$ cat src/sv/ddo_pkg.sv
package ddo_pkg;

  // default number of cordic rotations
  localparam int unsigned CORDIC_STEPS_DEF = 24;

  // field and register widths
  localparam int unsigned SPEED_W = 16;
  localparam int unsigned CFG_W   = 24;
  localparam int unsigned IDX_W   = 2;
  localparam int unsigned ANG_W   = 32;
  localparam int unsigned POS_W   = 32;
  localparam int unsigned FWD_W   = 26;
  localparam int unsigned TW_W    = 26;
  localparam int unsigned TD_W    = 27;
  localparam int unsigned CRD_W   = 34;

  // shared multiplier operand and product widths
  localparam int unsigned MUL_AW = 28;
  localparam int unsigned MUL_BW = 33;
  localparam int unsigned MUL_PW = MUL_AW + MUL_BW;

  // configuration reset values
  localparam logic [CFG_W-1:0] STEP_DIST_RST  = 24'd213071;
  localparam logic [CFG_W-1:0] HEAD_GAIN_RST  = 24'd1011429;
  localparam logic [CFG_W-1:0] WHEEL_GAIN_RST = 24'd4837335;

  // cordic constants, q4.30 start vector and quarter/half turn
  localparam logic signed [CRD_W-1:0] CORDIC_X0 = 34'sh0_26DD_3B6A;
  localparam logic signed [CRD_W-1:0] Q_TURN    = 34'sh0_4000_0000;
  localparam logic signed [CRD_W-1:0] H_TURN    = 34'sh0_8000_0000;

  localparam logic signed [MUL_PW-1:0] S32_MAX = MUL_PW'(64'sd2147483647);
  localparam logic signed [MUL_PW-1:0] S32_MIN = MUL_PW'(-64'sd2147483648);

  typedef enum logic [IDX_W-1:0] {
    CFG_STEP_DIST  = 2'd0,
    CFG_HEAD_GAIN  = 2'd1,
    CFG_WHEEL_GAIN = 2'd2
  } cfg_idx_e;

  typedef enum logic [15:0] {
    ST_IDLE   = 16'h0001,
    ST_MUL_L  = 16'h0002,
    ST_MUL_R  = 16'h0004,
    ST_ANG_L  = 16'h0008,
    ST_ANG_R  = 16'h0010,
    ST_FWD    = 16'h0020,
    ST_DIFF   = 16'h0040,
    ST_TD     = 16'h0080,
    ST_GAIN   = 16'h0100,
    ST_TURN   = 16'h0200,
    ST_CSTART = 16'h0400,
    ST_CWAIT  = 16'h0800,
    ST_MULX   = 16'h1000,
    ST_MULY   = 16'h2000,
    ST_POSY   = 16'h4000,
    ST_DONE   = 16'h8000
  } state_e;

  // arctangent of 2^-i in binary angle units
  function automatic logic [ANG_W-1:0] atan_lut(input logic [4:0] i);
    logic [ANG_W-1:0] v;
    case (i)
      5'd0:  v = 32'h2000_0000;
      5'd1:  v = 32'h12E4_051E;
      5'd2:  v = 32'h09FB_385B;
      5'd3:  v = 32'h0511_11D4;
      5'd4:  v = 32'h028B_0D43;
      5'd5:  v = 32'h0145_D7E1;
      5'd6:  v = 32'h00A2_F61E;
      5'd7:  v = 32'h0051_7C55;
      5'd8:  v = 32'h0028_BE53;
      5'd9:  v = 32'h0014_5F2F;
      5'd10: v = 32'h000A_2F98;
      5'd11: v = 32'h0005_17CC;
      5'd12: v = 32'h0002_8BE6;
      5'd13: v = 32'h0001_45F3;
      5'd14: v = 32'h0000_A2FA;
      5'd15: v = 32'h0000_517D;
      5'd16: v = 32'h0000_28BE;
      5'd17: v = 32'h0000_145F;
      5'd18: v = 32'h0000_0A30;
      5'd19: v = 32'h0000_0518;
      5'd20: v = 32'h0000_028C;
      5'd21: v = 32'h0000_0146;
      5'd22: v = 32'h0000_00A3;
      5'd23: v = 32'h0000_0051;
      5'd24: v = 32'h0000_0029;
      5'd25: v = 32'h0000_0014;
      5'd26: v = 32'h0000_000A;
      5'd27: v = 32'h0000_0005;
      5'd28: v = 32'h0000_0003;
      5'd29: v = 32'h0000_0001;
      5'd30: v = 32'h0000_0001;
      default: v = 32'h0000_0000;
    endcase
    return v;
  endfunction

  // round to nearest, ties toward +inf, by a constant shift
  function automatic logic signed [MUL_PW-1:0] rnd_sh(input logic signed [MUL_PW-1:0] v,
                                                      input int unsigned s);
    logic signed [MUL_PW-1:0] half;
    logic signed [MUL_PW-1:0] sum;
    half = MUL_PW'(64'sd1) <<< (s - 1);
    sum  = v + half;
    return sum >>> s;
  endfunction

  function automatic logic signed [POS_W-1:0] sat32(input logic signed [MUL_PW-1:0] v);
    logic signed [POS_W-1:0] r;
    if (v > S32_MAX) begin
      r = 32'sh7FFF_FFFF;
    end else if (v < S32_MIN) begin
      r = 32'sh8000_0000;
    end else begin
      r = v[POS_W-1:0];
    end
    return r;
  endfunction

endpackage

$ cat src/sv/ddo_if.sv
interface ddo_in_if import ddo_pkg::*; ();
  logic                      valid;
  logic                      ready;
  logic signed [SPEED_W-1:0] left_speed;
  logic signed [SPEED_W-1:0] right_speed;

  modport source (output valid, output left_speed, output right_speed, input ready);
  modport sink (input valid, input left_speed, input right_speed, output ready);
endinterface

interface ddo_out_if import ddo_pkg::*; ();
  logic                    valid;
  logic                    ready;
  logic signed [POS_W-1:0] pos_x;
  logic signed [POS_W-1:0] pos_y;
  logic [ANG_W-1:0]        heading;
  logic [ANG_W-1:0]        left_wheel_angle;
  logic [ANG_W-1:0]        right_wheel_angle;
  logic signed [FWD_W-1:0] forward_step;
  logic signed [ANG_W-1:0] turn_step;

  modport source (output valid, output pos_x, output pos_y, output heading,
                  output left_wheel_angle, output right_wheel_angle,
                  output forward_step, output turn_step, input ready);
  modport sink (input valid, input pos_x, input pos_y, input heading,
                input left_wheel_angle, input right_wheel_angle,
                input forward_step, input turn_step, output ready);
endinterface

interface ddo_cfg_if import ddo_pkg::*; ();
  logic             valid;
  logic             ready;
  logic [IDX_W-1:0] reg_idx;
  logic [CFG_W-1:0] wdata;

  modport source (output valid, output reg_idx, output wdata, input ready);
  modport sink (input valid, input reg_idx, input wdata, output ready);
endinterface

$ cat src/sv/ddo_mul.sv
module ddo_mul import ddo_pkg::*; (
  input  logic                     clk_i,
  input  logic signed [MUL_AW-1:0] a_i,
  input  logic signed [MUL_BW-1:0] b_i,
  output logic signed [MUL_PW-1:0] p_o
);

  logic signed [MUL_PW-1:0] p_d, p_q;

  // full signed product, registered
  assign p_d = a_i * b_i;

  always_ff @(posedge clk_i) begin
    p_q <= p_d;
  end

  assign p_o = p_q;

endmodule

$ cat src/sv/ddo_cordic.sv
module ddo_cordic import ddo_pkg::*; #(
  parameter int unsigned CORDIC_STEPS = CORDIC_STEPS_DEF
) (
  input  logic                    clk_i,
  input  logic                    rst_ni,
  input  logic                    start_i,
  input  logic [ANG_W-1:0]        angle_i,
  output logic                    done_o,
  output logic signed [ANG_W-1:0] cos_o,
  output logic signed [ANG_W-1:0] sin_o
);

  localparam int unsigned CntW = $clog2(CORDIC_STEPS);
  localparam logic [CntW-1:0] LastCnt = CntW'(CORDIC_STEPS - 1);

  logic                    busy_d, busy_q;
  logic                    done_d, done_q;
  logic [CntW-1:0]         cnt_d, cnt_q;
  logic                    neg_d, neg_q;
  logic signed [CRD_W-1:0] x_d, x_q, y_d, y_q, z_d, z_q;
  logic signed [CRD_W-1:0] za, x_sh, y_sh, at;

  always_comb begin
    busy_d = busy_q;
    cnt_d  = cnt_q;
    neg_d  = neg_q;
    x_d    = x_q;
    y_d    = y_q;
    z_d    = z_q;
    done_d = 1'b0;
    za     = CRD_W'($signed(angle_i));
    x_sh   = x_q >>> cnt_q;
    y_sh   = y_q >>> cnt_q;
    at     = $signed({2'b00, atan_lut(5'(cnt_q))});
    if (start_i) begin
      // fold headings beyond a quarter turn onto the right half plane
      if (za > Q_TURN || za < -Q_TURN) begin
        z_d   = (za >= 0) ? za - H_TURN : za + H_TURN;
        neg_d = 1'b1;
      end else begin
        z_d   = za;
        neg_d = 1'b0;
      end
      x_d    = CORDIC_X0;
      y_d    = '0;
      cnt_d  = '0;
      busy_d = 1'b1;
    end else if (busy_q) begin
      if (!z_q[CRD_W-1]) begin
        x_d = x_q - y_sh;
        y_d = y_q + x_sh;
        z_d = z_q - at;
      end else begin
        x_d = x_q + y_sh;
        y_d = y_q - x_sh;
        z_d = z_q + at;
      end
      if (cnt_q == LastCnt) begin
        busy_d = 1'b0;
        done_d = 1'b1;
      end else begin
        cnt_d = cnt_q + 1'b1;
      end
    end
  end

  always_ff @(posedge clk_i or negedge rst_ni) begin
    if (!rst_ni) begin
      busy_q <= 1'b0;
      done_q <= 1'b0;
      cnt_q  <= '0;
    end else begin
      busy_q <= busy_d;
      done_q <= done_d;
      cnt_q  <= cnt_d;
    end
  end

  always_ff @(posedge clk_i) begin
    neg_q <= neg_d;
    x_q   <= x_d;
    y_q   <= y_d;
    z_q   <= z_d;
  end

  assign done_o = done_q;
  assign cos_o  = neg_q ? ANG_W'(-x_q) : ANG_W'(x_q);
  assign sin_o  = neg_q ? ANG_W'(-y_q) : ANG_W'(y_q);

  a_done_after_busy: assert property (@(posedge clk_i) disable iff (!rst_ni)
    done_q |-> $past(busy_q) && !busy_q)
    else $error("cordic done without a finished run");

  a_no_restart_busy: assert property (@(posedge clk_i) disable iff (!rst_ni)
    (busy_q && !start_i && cnt_q != LastCnt) |=> busy_q)
    else $error("cordic run stopped early");

  a_count_advances: assert property (@(posedge clk_i) disable iff (!rst_ni)
    (busy_q && !start_i && cnt_q != LastCnt) |=> cnt_q == $past(cnt_q) + 1'b1)
    else $error("cordic step counter skipped");

endmodule

$ cat src/sv/diff_drive_odometry_top.sv
// each input item is processed by the sequencer walking nine shared multiplies and the
//   cordic rotations; input ready only while the sequencer idles, so a new item is
//   taken only after the last one is through; a finished result waits in the output
//   register while the next item is taken
// reset: asynchronous active low, clears pose and wheel angles, loads register defaults
module diff_drive_odometry_top import ddo_pkg::*; #(
  parameter int unsigned CORDIC_STEPS = CORDIC_STEPS_DEF
) (
  input  logic clk_i,
  input  logic rst_ni,
  ddo_in_if.sink    in_i,
  ddo_out_if.source out_o,
  ddo_cfg_if.sink   cfg_i
);

  state_e state_d, state_q;

  // configuration registers
  logic [CFG_W-1:0] sd_q, hg_q, wg_q;

  // latched input speeds
  logic signed [SPEED_W-1:0] l_q, r_q;

  // per-item intermediates
  logic signed [TW_W-1:0]  tw_l_q, tw_r_q;
  logic signed [FWD_W-1:0] fwd_q;
  logic signed [TD_W-1:0]  td_q;
  logic signed [POS_W-1:0] turn_q;

  // accumulated state
  logic [ANG_W-1:0]        heading_q, left_acc_q, right_acc_q;
  logic signed [POS_W-1:0] x_acc_q, y_acc_q;

  // output register
  logic                    out_valid_d, out_valid_q;
  logic signed [POS_W-1:0] o_x_q, o_y_q;
  logic [ANG_W-1:0]        o_head_q, o_left_q, o_right_q;
  logic signed [FWD_W-1:0] o_fwd_q;
  logic signed [ANG_W-1:0] o_turn_q;
  logic                    out_load;

  // shared multiplier operands and product
  logic signed [MUL_AW-1:0] mul_a;
  logic signed [MUL_BW-1:0] mul_b;
  logic signed [MUL_PW-1:0] prod;

  // rounded product views, one per shift used
  logic signed [MUL_PW-1:0] rnd12, rnd14, rnd15, rnd38;
  logic signed [MUL_PW-1:0] x_sum, y_sum;
  logic signed [POS_W-1:0]  turn_sat;

  logic signed [SPEED_W:0]  lr_sum, rl_dif;
  logic signed [MUL_BW-1:0] sd_ext, hg_ext, wg_ext;

  // cordic handshake
  logic                    cor_start, cor_done;
  logic signed [ANG_W-1:0] cor_cos, cor_sin;

  logic in_acc;

  assign in_acc   = in_i.valid && in_i.ready;
  assign in_i.ready  = (state_q == ST_IDLE);
  assign cfg_i.ready = 1'b1;

  assign lr_sum = (SPEED_W + 1)'(l_q) + (SPEED_W + 1)'(r_q);
  assign rl_dif = (SPEED_W + 1)'(r_q) - (SPEED_W + 1)'(l_q);
  assign sd_ext = $signed({{(MUL_BW - CFG_W){1'b0}}, sd_q});
  assign hg_ext = $signed({{(MUL_BW - CFG_W){1'b0}}, hg_q});
  assign wg_ext = $signed({{(MUL_BW - CFG_W){1'b0}}, wg_q});

  assign rnd12    = rnd_sh(prod, 12);
  assign rnd14    = rnd_sh(prod, 14);
  assign rnd15    = rnd_sh(prod, 15);
  assign rnd38    = rnd_sh(prod, 38);
  assign turn_sat = sat32(rnd12);
  assign x_sum    = MUL_PW'(x_acc_q) + rnd38;
  assign y_sum    = MUL_PW'(y_acc_q) + rnd38;

  assign cor_start = (state_q == ST_CSTART);
  assign out_load  = (state_q == ST_DONE) && (!out_valid_q || out_o.ready);

  // operand select: each state issues the multiply whose product the next state uses
  always_comb begin
    mul_a = '0;
    mul_b = '0;
    case (state_q)
      ST_MUL_L: begin
        mul_a = MUL_AW'(l_q);
        mul_b = sd_ext;
      end
      ST_MUL_R: begin
        mul_a = MUL_AW'(r_q);
        mul_b = sd_ext;
      end
      ST_ANG_L: begin
        mul_a = MUL_AW'(tw_l_q);
        mul_b = wg_ext;
      end
      ST_ANG_R: begin
        mul_a = MUL_AW'(tw_r_q);
        mul_b = wg_ext;
      end
      ST_FWD: begin
        mul_a = MUL_AW'(lr_sum);
        mul_b = sd_ext;
      end
      ST_DIFF: begin
        mul_a = MUL_AW'(rl_dif);
        mul_b = sd_ext;
      end
      ST_GAIN: begin
        mul_a = MUL_AW'(td_q);
        mul_b = hg_ext;
      end
      ST_MULX: begin
        mul_a = MUL_AW'(fwd_q);
        mul_b = MUL_BW'(cor_cos);
      end
      ST_MULY: begin
        mul_a = MUL_AW'(fwd_q);
        mul_b = MUL_BW'(cor_sin);
      end
      default: begin
        mul_a = '0;
        mul_b = '0;
      end
    endcase
  end

  // sequencer
  always_comb begin
    state_d = state_q;
    unique case (state_q)
      ST_IDLE:   if (in_acc) state_d = ST_MUL_L;
      ST_MUL_L:  state_d = ST_MUL_R;
      ST_MUL_R:  state_d = ST_ANG_L;
      ST_ANG_L:  state_d = ST_ANG_R;
      ST_ANG_R:  state_d = ST_FWD;
      ST_FWD:    state_d = ST_DIFF;
      ST_DIFF:   state_d = ST_TD;
      ST_TD:     state_d = ST_GAIN;
      ST_GAIN:   state_d = ST_TURN;
      ST_TURN:   state_d = ST_CSTART;
      ST_CSTART: state_d = ST_CWAIT;
      ST_CWAIT:  if (cor_done) state_d = ST_MULX;
      ST_MULX:   state_d = ST_MULY;
      ST_MULY:   state_d = ST_POSY;
      ST_POSY:   state_d = ST_DONE;
      ST_DONE:   if (out_load) state_d = ST_IDLE;
      default:   state_d = ST_IDLE;
    endcase
  end

  always_comb begin
    out_valid_d = out_valid_q;
    if (out_load) begin
      out_valid_d = 1'b1;
    end else if (out_valid_q && out_o.ready) begin
      out_valid_d = 1'b0;
    end
  end

  // control, configuration and accumulated pose
  always_ff @(posedge clk_i or negedge rst_ni) begin
    if (!rst_ni) begin
      state_q     <= ST_IDLE;
      out_valid_q <= 1'b0;
      sd_q        <= STEP_DIST_RST;
      hg_q        <= HEAD_GAIN_RST;
      wg_q        <= WHEEL_GAIN_RST;
      heading_q   <= '0;
      left_acc_q  <= '0;
      right_acc_q <= '0;
      x_acc_q     <= '0;
      y_acc_q     <= '0;
    end else begin
      state_q     <= state_d;
      out_valid_q <= out_valid_d;
      // writes beyond the register list fall through and are dropped
      if (cfg_i.valid && cfg_i.ready) begin
        unique case (cfg_i.reg_idx)
          CFG_STEP_DIST:  sd_q <= cfg_i.wdata;
          CFG_HEAD_GAIN:  hg_q <= cfg_i.wdata;
          CFG_WHEEL_GAIN: wg_q <= cfg_i.wdata;
          default: ;
        endcase
      end
      // wheel angles wrap modulo one turn
      if (state_q == ST_ANG_R) left_acc_q  <= left_acc_q + rnd12[ANG_W-1:0];
      if (state_q == ST_FWD)   right_acc_q <= right_acc_q + rnd12[ANG_W-1:0];
      // heading moves first, the cordic then sees the new value
      if (state_q == ST_TURN)  heading_q   <= heading_q + ANG_W'(turn_sat);
      if (state_q == ST_MULY)  x_acc_q     <= sat32(x_sum);
      if (state_q == ST_POSY)  y_acc_q     <= sat32(y_sum);
    end
  end

  // per-item payload, no reset needed
  always_ff @(posedge clk_i) begin
    if (in_acc) begin
      l_q <= in_i.left_speed;
      r_q <= in_i.right_speed;
    end
    if (state_q == ST_MUL_R) tw_l_q <= rnd14[TW_W-1:0];
    if (state_q == ST_ANG_L) tw_r_q <= rnd14[TW_W-1:0];
    if (state_q == ST_DIFF)  fwd_q  <= rnd15[FWD_W-1:0];
    if (state_q == ST_TD)    td_q   <= rnd14[TD_W-1:0];
    if (state_q == ST_TURN)  turn_q <= turn_sat;
    if (out_load) begin
      o_x_q     <= x_acc_q;
      o_y_q     <= y_acc_q;
      o_head_q  <= heading_q;
      o_left_q  <= left_acc_q;
      o_right_q <= right_acc_q;
      o_fwd_q   <= fwd_q;
      o_turn_q  <= turn_q;
    end
  end

  ddo_mul u_mul (
    .clk_i (clk_i),
    .a_i   (mul_a),
    .b_i   (mul_b),
    .p_o   (prod)
  );

  ddo_cordic #(
    .CORDIC_STEPS (CORDIC_STEPS)
  ) u_cordic (
    .clk_i   (clk_i),
    .rst_ni  (rst_ni),
    .start_i (cor_start),
    .angle_i (heading_q),
    .done_o  (cor_done),
    .cos_o   (cor_cos),
    .sin_o   (cor_sin)
  );

  assign out_o.valid             = out_valid_q;
  assign out_o.pos_x             = o_x_q;
  assign out_o.pos_y             = o_y_q;
  assign out_o.heading           = o_head_q;
  assign out_o.left_wheel_angle  = o_left_q;
  assign out_o.right_wheel_angle = o_right_q;
  assign out_o.forward_step      = o_fwd_q;
  assign out_o.turn_step         = o_turn_q;

  a_accept_starts: assert property (@(posedge clk_i) disable iff (!rst_ni)
    in_acc |=> state_q == ST_MUL_L)
    else $error("accepted item did not start the sequencer");

  a_done_in_wait: assert property (@(posedge clk_i) disable iff (!rst_ni)
    cor_done |-> state_q == ST_CWAIT)
    else $error("cordic finished outside its wait state");

  a_no_overwrite: assert property (@(posedge clk_i) disable iff (!rst_ni)
    (state_q == ST_DONE && out_valid_q && !out_o.ready) |=> state_q == ST_DONE)
    else $error("pending result would be overwritten");

  a_heading_hold: assert property (@(posedge clk_i) disable iff (!rst_ni)
    (state_q != ST_TURN) |=> $stable(heading_q))
    else $error("heading changed outside the turn update");

endmodule
$ cat src/flat_wrapper.sv
// flat-port wrapper written by rule: the top's interface ports become plain ports
module diff_drive_odometry_top_flat import ddo_pkg::*;
#(
  parameter int unsigned CORDIC_STEPS = CORDIC_STEPS_DEF
)
  (clk_i, rst_ni, in_i_valid, in_i_left_speed, in_i_right_speed, in_i_ready, out_o_valid, out_o_pos_x, out_o_pos_y, out_o_heading, out_o_left_wheel_angle, out_o_right_wheel_angle, out_o_forward_step, out_o_turn_step, out_o_ready, cfg_i_valid, cfg_i_reg_idx, cfg_i_wdata, cfg_i_ready);
  ddo_in_if in_i_i ();
  ddo_out_if out_o_i ();
  ddo_cfg_if cfg_i_i ();
  input  logic clk_i;
  input  logic rst_ni;
  input wire logic [$bits(in_i_i.valid)-1:0] in_i_valid;
  input wire logic [$bits(in_i_i.left_speed)-1:0] in_i_left_speed;
  input wire logic [$bits(in_i_i.right_speed)-1:0] in_i_right_speed;
  output wire logic [$bits(in_i_i.ready)-1:0] in_i_ready;
  output wire logic [$bits(out_o_i.valid)-1:0] out_o_valid;
  output wire logic [$bits(out_o_i.pos_x)-1:0] out_o_pos_x;
  output wire logic [$bits(out_o_i.pos_y)-1:0] out_o_pos_y;
  output wire logic [$bits(out_o_i.heading)-1:0] out_o_heading;
  output wire logic [$bits(out_o_i.left_wheel_angle)-1:0] out_o_left_wheel_angle;
  output wire logic [$bits(out_o_i.right_wheel_angle)-1:0] out_o_right_wheel_angle;
  output wire logic [$bits(out_o_i.forward_step)-1:0] out_o_forward_step;
  output wire logic [$bits(out_o_i.turn_step)-1:0] out_o_turn_step;
  input wire logic [$bits(out_o_i.ready)-1:0] out_o_ready;
  input wire logic [$bits(cfg_i_i.valid)-1:0] cfg_i_valid;
  input wire logic [$bits(cfg_i_i.reg_idx)-1:0] cfg_i_reg_idx;
  input wire logic [$bits(cfg_i_i.wdata)-1:0] cfg_i_wdata;
  output wire logic [$bits(cfg_i_i.ready)-1:0] cfg_i_ready;
  assign in_i_i.valid = in_i_valid;
  assign in_i_i.left_speed = in_i_left_speed;
  assign in_i_i.right_speed = in_i_right_speed;
  assign in_i_ready = in_i_i.ready;
  assign out_o_valid = out_o_i.valid;
  assign out_o_pos_x = out_o_i.pos_x;
  assign out_o_pos_y = out_o_i.pos_y;
  assign out_o_heading = out_o_i.heading;
  assign out_o_left_wheel_angle = out_o_i.left_wheel_angle;
  assign out_o_right_wheel_angle = out_o_i.right_wheel_angle;
  assign out_o_forward_step = out_o_i.forward_step;
  assign out_o_turn_step = out_o_i.turn_step;
  assign out_o_i.ready = out_o_ready;
  assign cfg_i_i.valid = cfg_i_valid;
  assign cfg_i_i.reg_idx = cfg_i_reg_idx;
  assign cfg_i_i.wdata = cfg_i_wdata;
  assign cfg_i_ready = cfg_i_i.ready;
  diff_drive_odometry_top #(.CORDIC_STEPS(CORDIC_STEPS)) u_core (.clk_i(clk_i), .rst_ni(rst_ni), .in_i(in_i_i), .out_o(out_o_i), .cfg_i(cfg_i_i));
endmodule
$ cat config.mk
export PLATFORM = sky130hd
export DESIGN_NAME = diff_drive_odometry_top_flat
export DESIGN_NICKNAME = d
export VERILOG_FILES = /design/src/sv/ddo_pkg.sv /design/src/sv/ddo_if.sv /design/src/sv/ddo_mul.sv /design/src/sv/ddo_cordic.sv /design/src/sv/diff_drive_odometry_top.sv /design/src/flat_wrapper.sv
export SDC_FILE = /design/constraint.sdc
export NUM_CORES = 2
export LEC_CHECK = 0
export BUFFER_PORTS_ARGS = -buffer_cell sky130_fd_sc_hd__buf_4
export CORE_MARGIN = 8
export CORE_UTILIZATION = 55
export CTS_CLUSTER_DIAMETER = 40
export DETAILED_ROUTE_END_ITERATION = 16
export HOLD_SLACK_MARGIN = 0.06
export PLACE_DENSITY_LB_ADDON = 0.1
export SETUP_SLACK_MARGIN = 0.2
export SLEW_MARGIN = 40
export SYNTH_ARGS = -nofsm -noshare
export SYNTH_HDL_FRONTEND = slang
export SYNTH_SLANG_ARGS = --single-unit
$ cat constraint.sdc
create_clock -name clk_i -period 16.1 [get_ports clk_i]
set_input_delay 4.83 -clock clk_i [delete_from_list [all_inputs] [get_ports clk_i]]
set_output_delay 4.83 -clock clk_i [all_outputs]
set_load 0.01 [all_outputs]
==> After elaboration in Yosys (flattened, before gate mapping) <==
Memory sizes are Yosys's and may differ from the RTL's.
Index checks and enable logic that the tools add are counted.
{ "word_totals": {"register_bits": 807, "latchBits": 0, "ram_bits": 0, "rom_bits": 960, "in_bits": 63, "memories": 1} }
{ "op_classes": {"addsub": 22, "mul": 1, "div": 0, "order_cmp": 9, "eq_ne": 23, "shift": 2, "n_mux": 33, "bitwise_logic": 0, "n_reduce_logical": 17} }
{ "mem_list": {"columns": ["memory", "words", "width", "rd", "rd_clocked_by_memory_dff", "write_ports", "line", "source"], "rows": [
  ["(no name shown)", 32, 30, 1, 0, 0, "ddo_pkg.sv:63", "case (i)"]
]} }
{ "op_table": {"columns": ["op", "count"], "rows": [
  ["$mux W32", 8],
  ["$pmux W16 S16", 1],
  ["$mux W34", 7],
  ["$pmux W28 S8", 1],
  ["$pmux W33 S5", 1],
  ["$gt A61 B32 Y1 const B", 2],
  ["$lt A61 B32 Y1 const B", 2],
  ["$add A32 B32 Y32", 3],
  ["$add A34 B34 Y34", 2],
  ["$sshr A34 B5 Y34", 2],
  ["$sub A34 B34 Y34", 2],
  ["$add A32 B23 Y33", 2],
  ["$neg A32 Y32", 2],
  ["$add A61 B13 Y61 const B", 1],
  ["$add A61 B39 Y61 const B", 1],
  ["$mul A28 B33 Y61", 1],
  ["$gt A49 B32 Y1 const B", 1],
  ["$lt A49 B32 Y1 const B", 1],
  ["$mux W16", 3],
  ["$add A41 B15 Y41 const B", 1],
  ["$add A41 B16 Y41 const B", 1],
  ["$add A32 B33 Y34 const B", 1],
  ["$add A34 B33 Y34", 1],
  ["$sub A32 B33 Y34 const B", 1],
  ["39 further kinds", 59]
]} }

==> Logic depth before layout (Yosys ltp) <==
{ "depth": {"depth_word": 5, "ltp_mapped": 52} }

==> By module <==
A second synthesis with hierarchy kept.
{ "hier_totals": {"cells_unflattened": 8926, "hier_area_um2": 85547.0} }
{ "modules_own_cells": {"columns": ["mod", "instances", "cells_per_inst", "area_each_um2", "seq_area_each_um2"], "rows": [
  ["diff_drive_odometry_top", 1, 3121, 34177.8, 17899.7],
  ["ddo_mul", 1, 3585, 33831.2, 1221.2],
  ["ddo_cordic", 1, 2220, 17538.1, 2587.5]
]} }

==> Worst setup path before layout <==
Ideal clock, no wire load.
{ "synth_timing": {"kind": "input -> register", "start": "input port out_o_ready", "end": "register u_core.o_fwd_q[0] (netlist: u_core.out_o.forward_step[0]) (enable)", "setup_time_ns": 0.823, "arrival_ns": 14.524, "setup_slack_ns": 0.753, "path_stages": 2, "n_path_buf": 0, "cell_sequence": "nand2b_1 > nor2b_1"} }
{ "synth_between": {"elab_chain_len": 2} }
{ "synth_lines": {"columns": ["item", "line", "source"], "rows": [
  ["start, declared", "flat_wrapper.sv:24", "input wire logic [$bits(out_o_i.ready)-1:0] out_o_ready;"],
  ["$logic_or A1 B1 Y1", "diff_drive_odometry_top.sv:80", "assign out_load = (state_q == ST_DONE) && (!out_valid_q || out_o.ready);"],
  ["$logic_and A1 B1 Y1", "diff_drive_odometry_top.sv:80", null],
  ["named net u_core.out_load", "diff_drive_odometry_top.sv:40", "logic out_load;"],
  ["end signal, assigned", "diff_drive_odometry_top.sv:215", "o_fwd_q <= fwd_q;"],
  ["end, declared", "diff_drive_odometry_top.sv:38", "logic signed [FWD_W-1:0] o_fwd_q;"]
]} }
The timed path passes the listed nets, and every way through them passes these cells.
A chain may end at the register's enable or synchronous reset.

==> Worst setup path in the final report <==
{ "layout_timing": {"start": "register u_core.l_q[0]", "end": "register u_core.u_mul.p_q[59] (netlist: u_core.u_mul.p_o[59])"} }
{ "layout_between": {"elab_chain_len": 3, "word_cells_on_any_way": 4, "cone_classes": "add/sub: 2; mul: 1; mux: 1"} }
{ "layout_lines": {"columns": ["item", "line", "source"], "rows": [
  ["start, declared", "diff_drive_odometry_top.sv:22", "logic signed [SPEED_W-1:0] l_q, r_q;"],
  ["start signal, assigned", "diff_drive_odometry_top.sv:201", "l_q <= in_i.left_speed;"],
  ["$sub A16 B16 Y17 or $add A16 B16 Y17 (tied branches)", "diff_drive_odometry_top.sv:66, diff_drive_odometry_top.sv:65", null],
  ["$pmux W28 S8 *", "diff_drive_odometry_top.sv:86", "case (state_q)"],
  ["$mul A28 B33 Y61 *", "ddo_mul.sv:11", "assign p_d = a_i * b_i;"],
  ["named net u_core.u_mul.p_d[59]", "ddo_mul.sv:8", "logic signed [MUL_PW-1:0] p_d, p_q;"],
  ["end signal, assigned", "ddo_mul.sv:14", "p_q <= p_d;"],
  ["end, declared", "ddo_mul.sv:8", null]
]} }
The timed path passes the listed nets; every way through them passes the cells marked *.

==> metrics <==
clock root buffer master sky130_fd_sc_hd__clkbuf_16; arrival time reported for the critical path endpoint 12.65 ns; total die area 160000 µm²; final worst path period share 74.2%; via count of the first global-routing pass 65557; Die W 400 µm; global-route total usage across every layer 33.5%; post-layout worst setup margin 4.15 ns; category of the most critical setup path register to register; max incr delay on CP 0.57 ns; Max-Cap Viols 0; NetSw 4.32 mW; origin of the worst setup path u_core.l_q[0]; Synth Instances 8490; crit start category register; Seq/Total Area, Yosys 26.5%; Worst Path Buf+Inv 2; final clock skew 0.0613 ns; synthesized area 81000 µm²; Internal Dissipation 5.72 mW; leak pwr 43.1 nW; fraction of power consumed by sequential logic 25.3%; Congestion Overflow GR 0; CTS Buf Count 141; H-tree depth reported by CTS 4; cell mode on critical path sky130_fd_sc_hd__a21oi_1; critical register-to-register path startpoint u_core.l_q[0]; TritonCTS Sinks 796; fraction of power consumed by the clock network 31.5%; minimum setup slack after placement 4.34 ns; critical path's top delay family adder cells; Yosys warning count 0; FFs w/ async S/R, synth 32.2%; initial antenna violation count 16; global-route wire length before repair 405000 µm; portion of netlist area occupied by mux cells 4.17%; final max-slew violation count 0; Fmax achieved 83.7 MHz; flop-to-flop setup slack 4.15 ns; clock transition time at the flip-flop clock pins of the worst setup and hold paths 0.05 ns; fillcell total 12519; GPL Wtd Cong 0.977; area share of and/or/nand/nor cells after synthesis 13.3%; buffer levels on the longest clock path 3; mean area per synthesized cell 9.54 µm²; share of the synthesized area in compound gates (AO/OA/AOI/OAI) 11.9%; required time worst endpoint 16.81 ns; Die Span Y 400 µm; dominant combinational cell family by area after synthesis adder cells; classification of the worst-slack hold path register to register; worst supply voltage drop on vdd 0.138 mV; top-level I/O count 284; area share of xor/xnor cells in the synthesized design 5.85%; insertion delay to the later sink of the worst-skew pair 0.79 ns; Yosys cell types 99; via density per instance 6.04; number of placed cells counting well taps 10429; Post-Synthesis Net Count 9989; remaining number of nets flagged by the antenna check after routing 0; Detail Placement HPWL 207000 µm; Least-Margin Pin Slew 1.00 ns; master of the slowest instance on the critical path sky130_fd_sc_hd__buf_4; power density over the cells 111 nW/µm²; Setup Fix Bufs, Post-CTS 0; setup TNS after final layout 0 ns; hold violation count in the final report 0; setup violation total in the final timing report 0; Worst path depth 45; shortest period the worst path allows 11.95 ns; count of buffers from port buffering 282; share of final-layout standard cells stronger than drive strength 1 11.4%; end of the worst register-to-register path u_core.u_mul.p_o[59]; core area 147000 µm²; setup repair after global routing missed its margin false; initial core utilization 55.1%; maximum number of pins on one net before global-route repair 92; Resize count post-CTS 0; remaining routing DRC violations 0; net switching fraction of the power 43.0%; TritonCTS clock tree yes; Main synth FF type sky130_fd_sc_hd__edfxtp_1; normalized max-slew margin 32.5%; number of vias after detailed routing 64659; starting DRC count in detailed routing 6238; Final Non-Filler Cells 10698; number of register bits inferred by synthesis 796; Net count, final 10142; result of the run finished clean; Pre-antenna DRT Iters 6; depth of the worst register-to-register path 45; worst setup path endpoint u_core.u_mul.p_o[59]; count of flip-flops with a built-in enable after synthesis 422; sort of element at the end of the critical path register; part of the total power dissipated in combinational logic 43.2%; total power 10.0 mW; adder-cell area share of the yosys netlist 31.0%; layout overhead on the synthesized area 11.8%; overall routed net length 268000 µm; number of buffers added to fix hold violations after cts 0; mean routed wirelength per cell 25.0 µm; maximum fanout along the worst path 57; number of placement rows 141
==> sequential cells by signal (all words and copies together), names as in the netlist, 24 cells and up <==
| name | count |
|---|---|
| u_core.out_o.left_wheel_angle | 32 |
| u_core.y_acc_q | 32 |
| u_core.wg_q | 24 |
| u_core.turn_q | 32 |
| u_core.out_o.heading | 32 |
| u_core.tw_r_q | 26 |
| u_core.out_o.right_wheel_angle | 32 |
| u_core.tw_l_q | 26 |
| u_core.u_cordic.y_q | 34 |
| u_core.out_o.pos_x | 32 |
| u_core.out_o.turn_step | 32 |
| u_core.u_mul.p_o | 50 |
| u_core.td_q | 27 |
| u_core.right_acc_q | 32 |
| u_core.out_o.pos_y | 32 |
| u_core.u_cordic.x_q | 34 |
| u_core.hg_q | 24 |
| u_core.x_acc_q | 32 |
| u_core.fwd_q | 26 |
| u_core.u_cordic.z_q | 34 |
| u_core.heading_q | 32 |
| u_core.out_o.forward_step | 26 |
| u_core.sd_q | 24 |
| u_core.left_acc_q | 32 |
==> worst min path at each step <==
stage,depth (start not counted),endpoint,from
2_1_floorplan,0,u_core.out_o.turn_step[0],u_core.turn_q[0]
3_3_place_gp,0,u_core.out_o.turn_step[14],u_core.turn_q[14]
3_5_place_dp,0,u_core.out_o.turn_step[12],u_core.turn_q[12]
4_1_cts,0,u_core.out_o.turn_step[14],u_core.turn_q[14]
5_1_grt,0,u_core.out_o.turn_step[30],u_core.turn_q[30]
6_report,0,u_core.out_o.turn_step[22],u_core.turn_q[22]
==> through the flow <==
stage          hold WS, ns  area [µm²]  util (%)
4_1_cts              0.417       90500      61.6
2_1_floorplan        0.400       81000         -
3_3_place_gp         0.402       85300      58.0
6_report             0.417       90500      61.6
3_5_place_dp         0.405       85400      58.1
5_1_grt              0.418       90500      61.6
==> cell type report <==
class | count | area (µm²) | share of cell area, %
clock inverter | 102 | 1400 | 1.54
timing repair buffer | 434 | 3330 | 3.68
tap | 1930 | 2410 | 2.67
clock buffer | 161 | 3680 | 4.07
antenna | 5 | 12.5 | 0.0138
sequential | 796 | 21500 | 23.7
inverter | 1117 | 4190 | 4.63
multi-input combinational | 6153 | 54000 | 59.6
==> synth_stat cells, drive strengths merged, types with 23 or more instances <==
| library cell | n | share of area [%] |
|---|---|---|
| xor2 | 260 | 2.8 |
| nor2b | 54 | 0.42 |
| or4 | 23 | 0.22 |
| nor4 | 29 | 0.27 |
| dfxtp | 118 | 2.9 |
| dfstp | 38 | 1.2 |
| mux2i | 75 | 0.93 |
| nand3 | 94 | 0.58 |
| edfxtp | 422 | 16 |
| inv | 1114 | 5.2 |
| mux4 | 70 | 1.9 |
| a211oi | 41 | 0.38 |
| o21bai | 56 | 0.52 |
| a31oi | 58 | 0.45 |
| clkbuf | 366 | 1.7 |
| or3 | 37 | 0.29 |
| ha | 492 | 7.6 |
| a21o | 136 | 1.3 |
| dfrtp | 218 | 6.7 |
| and3 | 67 | 0.52 |
| xnor2 | 281 | 3.0 |
| o21ai | 377 | 2.4 |
| nor3 | 88 | 0.57 |
| fa | 944 | 23 |
| nand2 | 1104 | 5.1 |
| o31ai | 33 | 0.31 |
| nor2 | 605 | 2.8 |
| a22oi | 47 | 0.44 |
| o211ai | 29 | 0.27 |
| o21a | 50 | 0.46 |
| nand2b | 82 | 0.63 |
| buf | 58 | 0.34 |
| a21boi | 26 | 0.24 |
| a21oi | 468 | 2.9 |
| mux2 | 93 | 1.3 |
| nand4 | 57 | 0.44 |
| and2 | 86 | 0.66 |
==> placed cells by master, fill, tap and decap left out, types with 82 or more instances in the layout <==
master,n
sky130_fd_sc_hd__xor2_1,258
sky130_fd_sc_hd__nand3_1,91
sky130_fd_sc_hd__nand2_1,1102
sky130_fd_sc_hd__edfxtp_1,422
sky130_fd_sc_hd__mux2_2,93
sky130_fd_sc_hd__dfrtp_1,212
sky130_fd_sc_hd__dfxtp_1,118
sky130_fd_sc_hd__clkbuf_16,141
sky130_fd_sc_hd__inv_1,1108
sky130_fd_sc_hd__a21o_1,136
sky130_fd_sc_hd__o21ai_0,360
sky130_fd_sc_hd__and2_1,84
sky130_fd_sc_hd__buf_4,419
sky130_fd_sc_hd__nor3_1,82
sky130_fd_sc_hd__nor2_1,605
sky130_fd_sc_hd__fa_1,942
sky130_fd_sc_hd__xnor2_1,280
sky130_fd_sc_hd__ha_1,492
sky130_fd_sc_hd__a21oi_1,464
sky130_fd_sc_hd__nand2b_1,82
==> kinds of logic after synthesis <==
kind of cell | after synthesis
adder cells (fa/ha/maj) | 1437
other | 1
XOR/XNOR | 541
buffers and inverters | 1541
flip-flops | 796
AND/OR/NAND/NOR | 2407
AO/OA/AOI/OAI | 1529
multiplexers | 238
==> power groups by stage <==
stage / sequential [mW] / combinational (mW) / clock, mW
after detailed placement: 2.57 / 4.22 / 0
after floorplan: 2.46 / 2.68 / 0
final: 2.54 / 4.34 / 3.16
after CTS: 2.53 / 4.26 / 3.21
after global routing: 2.55 / 4.67 / 3.29
after global placement: 2.57 / 4.15 / 0
==> worst reg2reg max path, delay by kind of cell, from the launching register on <==
| kind | cells | cell delay, ns |
|---|---|---|
| AO/OA/AOI/OAI | 23 | 4.20 |
| XOR/XNOR | 1 | 0.13 |
| adder cells (fa/ha/maj) | 11 | 4.95 |
| buffers and inverters | 2 | 0.85 |
| flip-flops | 1 | 0.41 |
| AND/OR/NAND/NOR | 8 | 1.33 |
==> routing by layer <==
layer / vias up / GRT usage (%) / routed length, µm / share of wire, %
met5: - / 0 / 27 / 0.010
met4: 4 / 13.6 / 12100 / 4.5
met3: 580 / 7.31 / 26200 / 9.8
met2: 2988 / 52.5 / 122000 / 46
met1: 32482 / 45.4 / 107000 / 40
li1: 28605 / - / - / -
(Power assumes the default switching activity.)
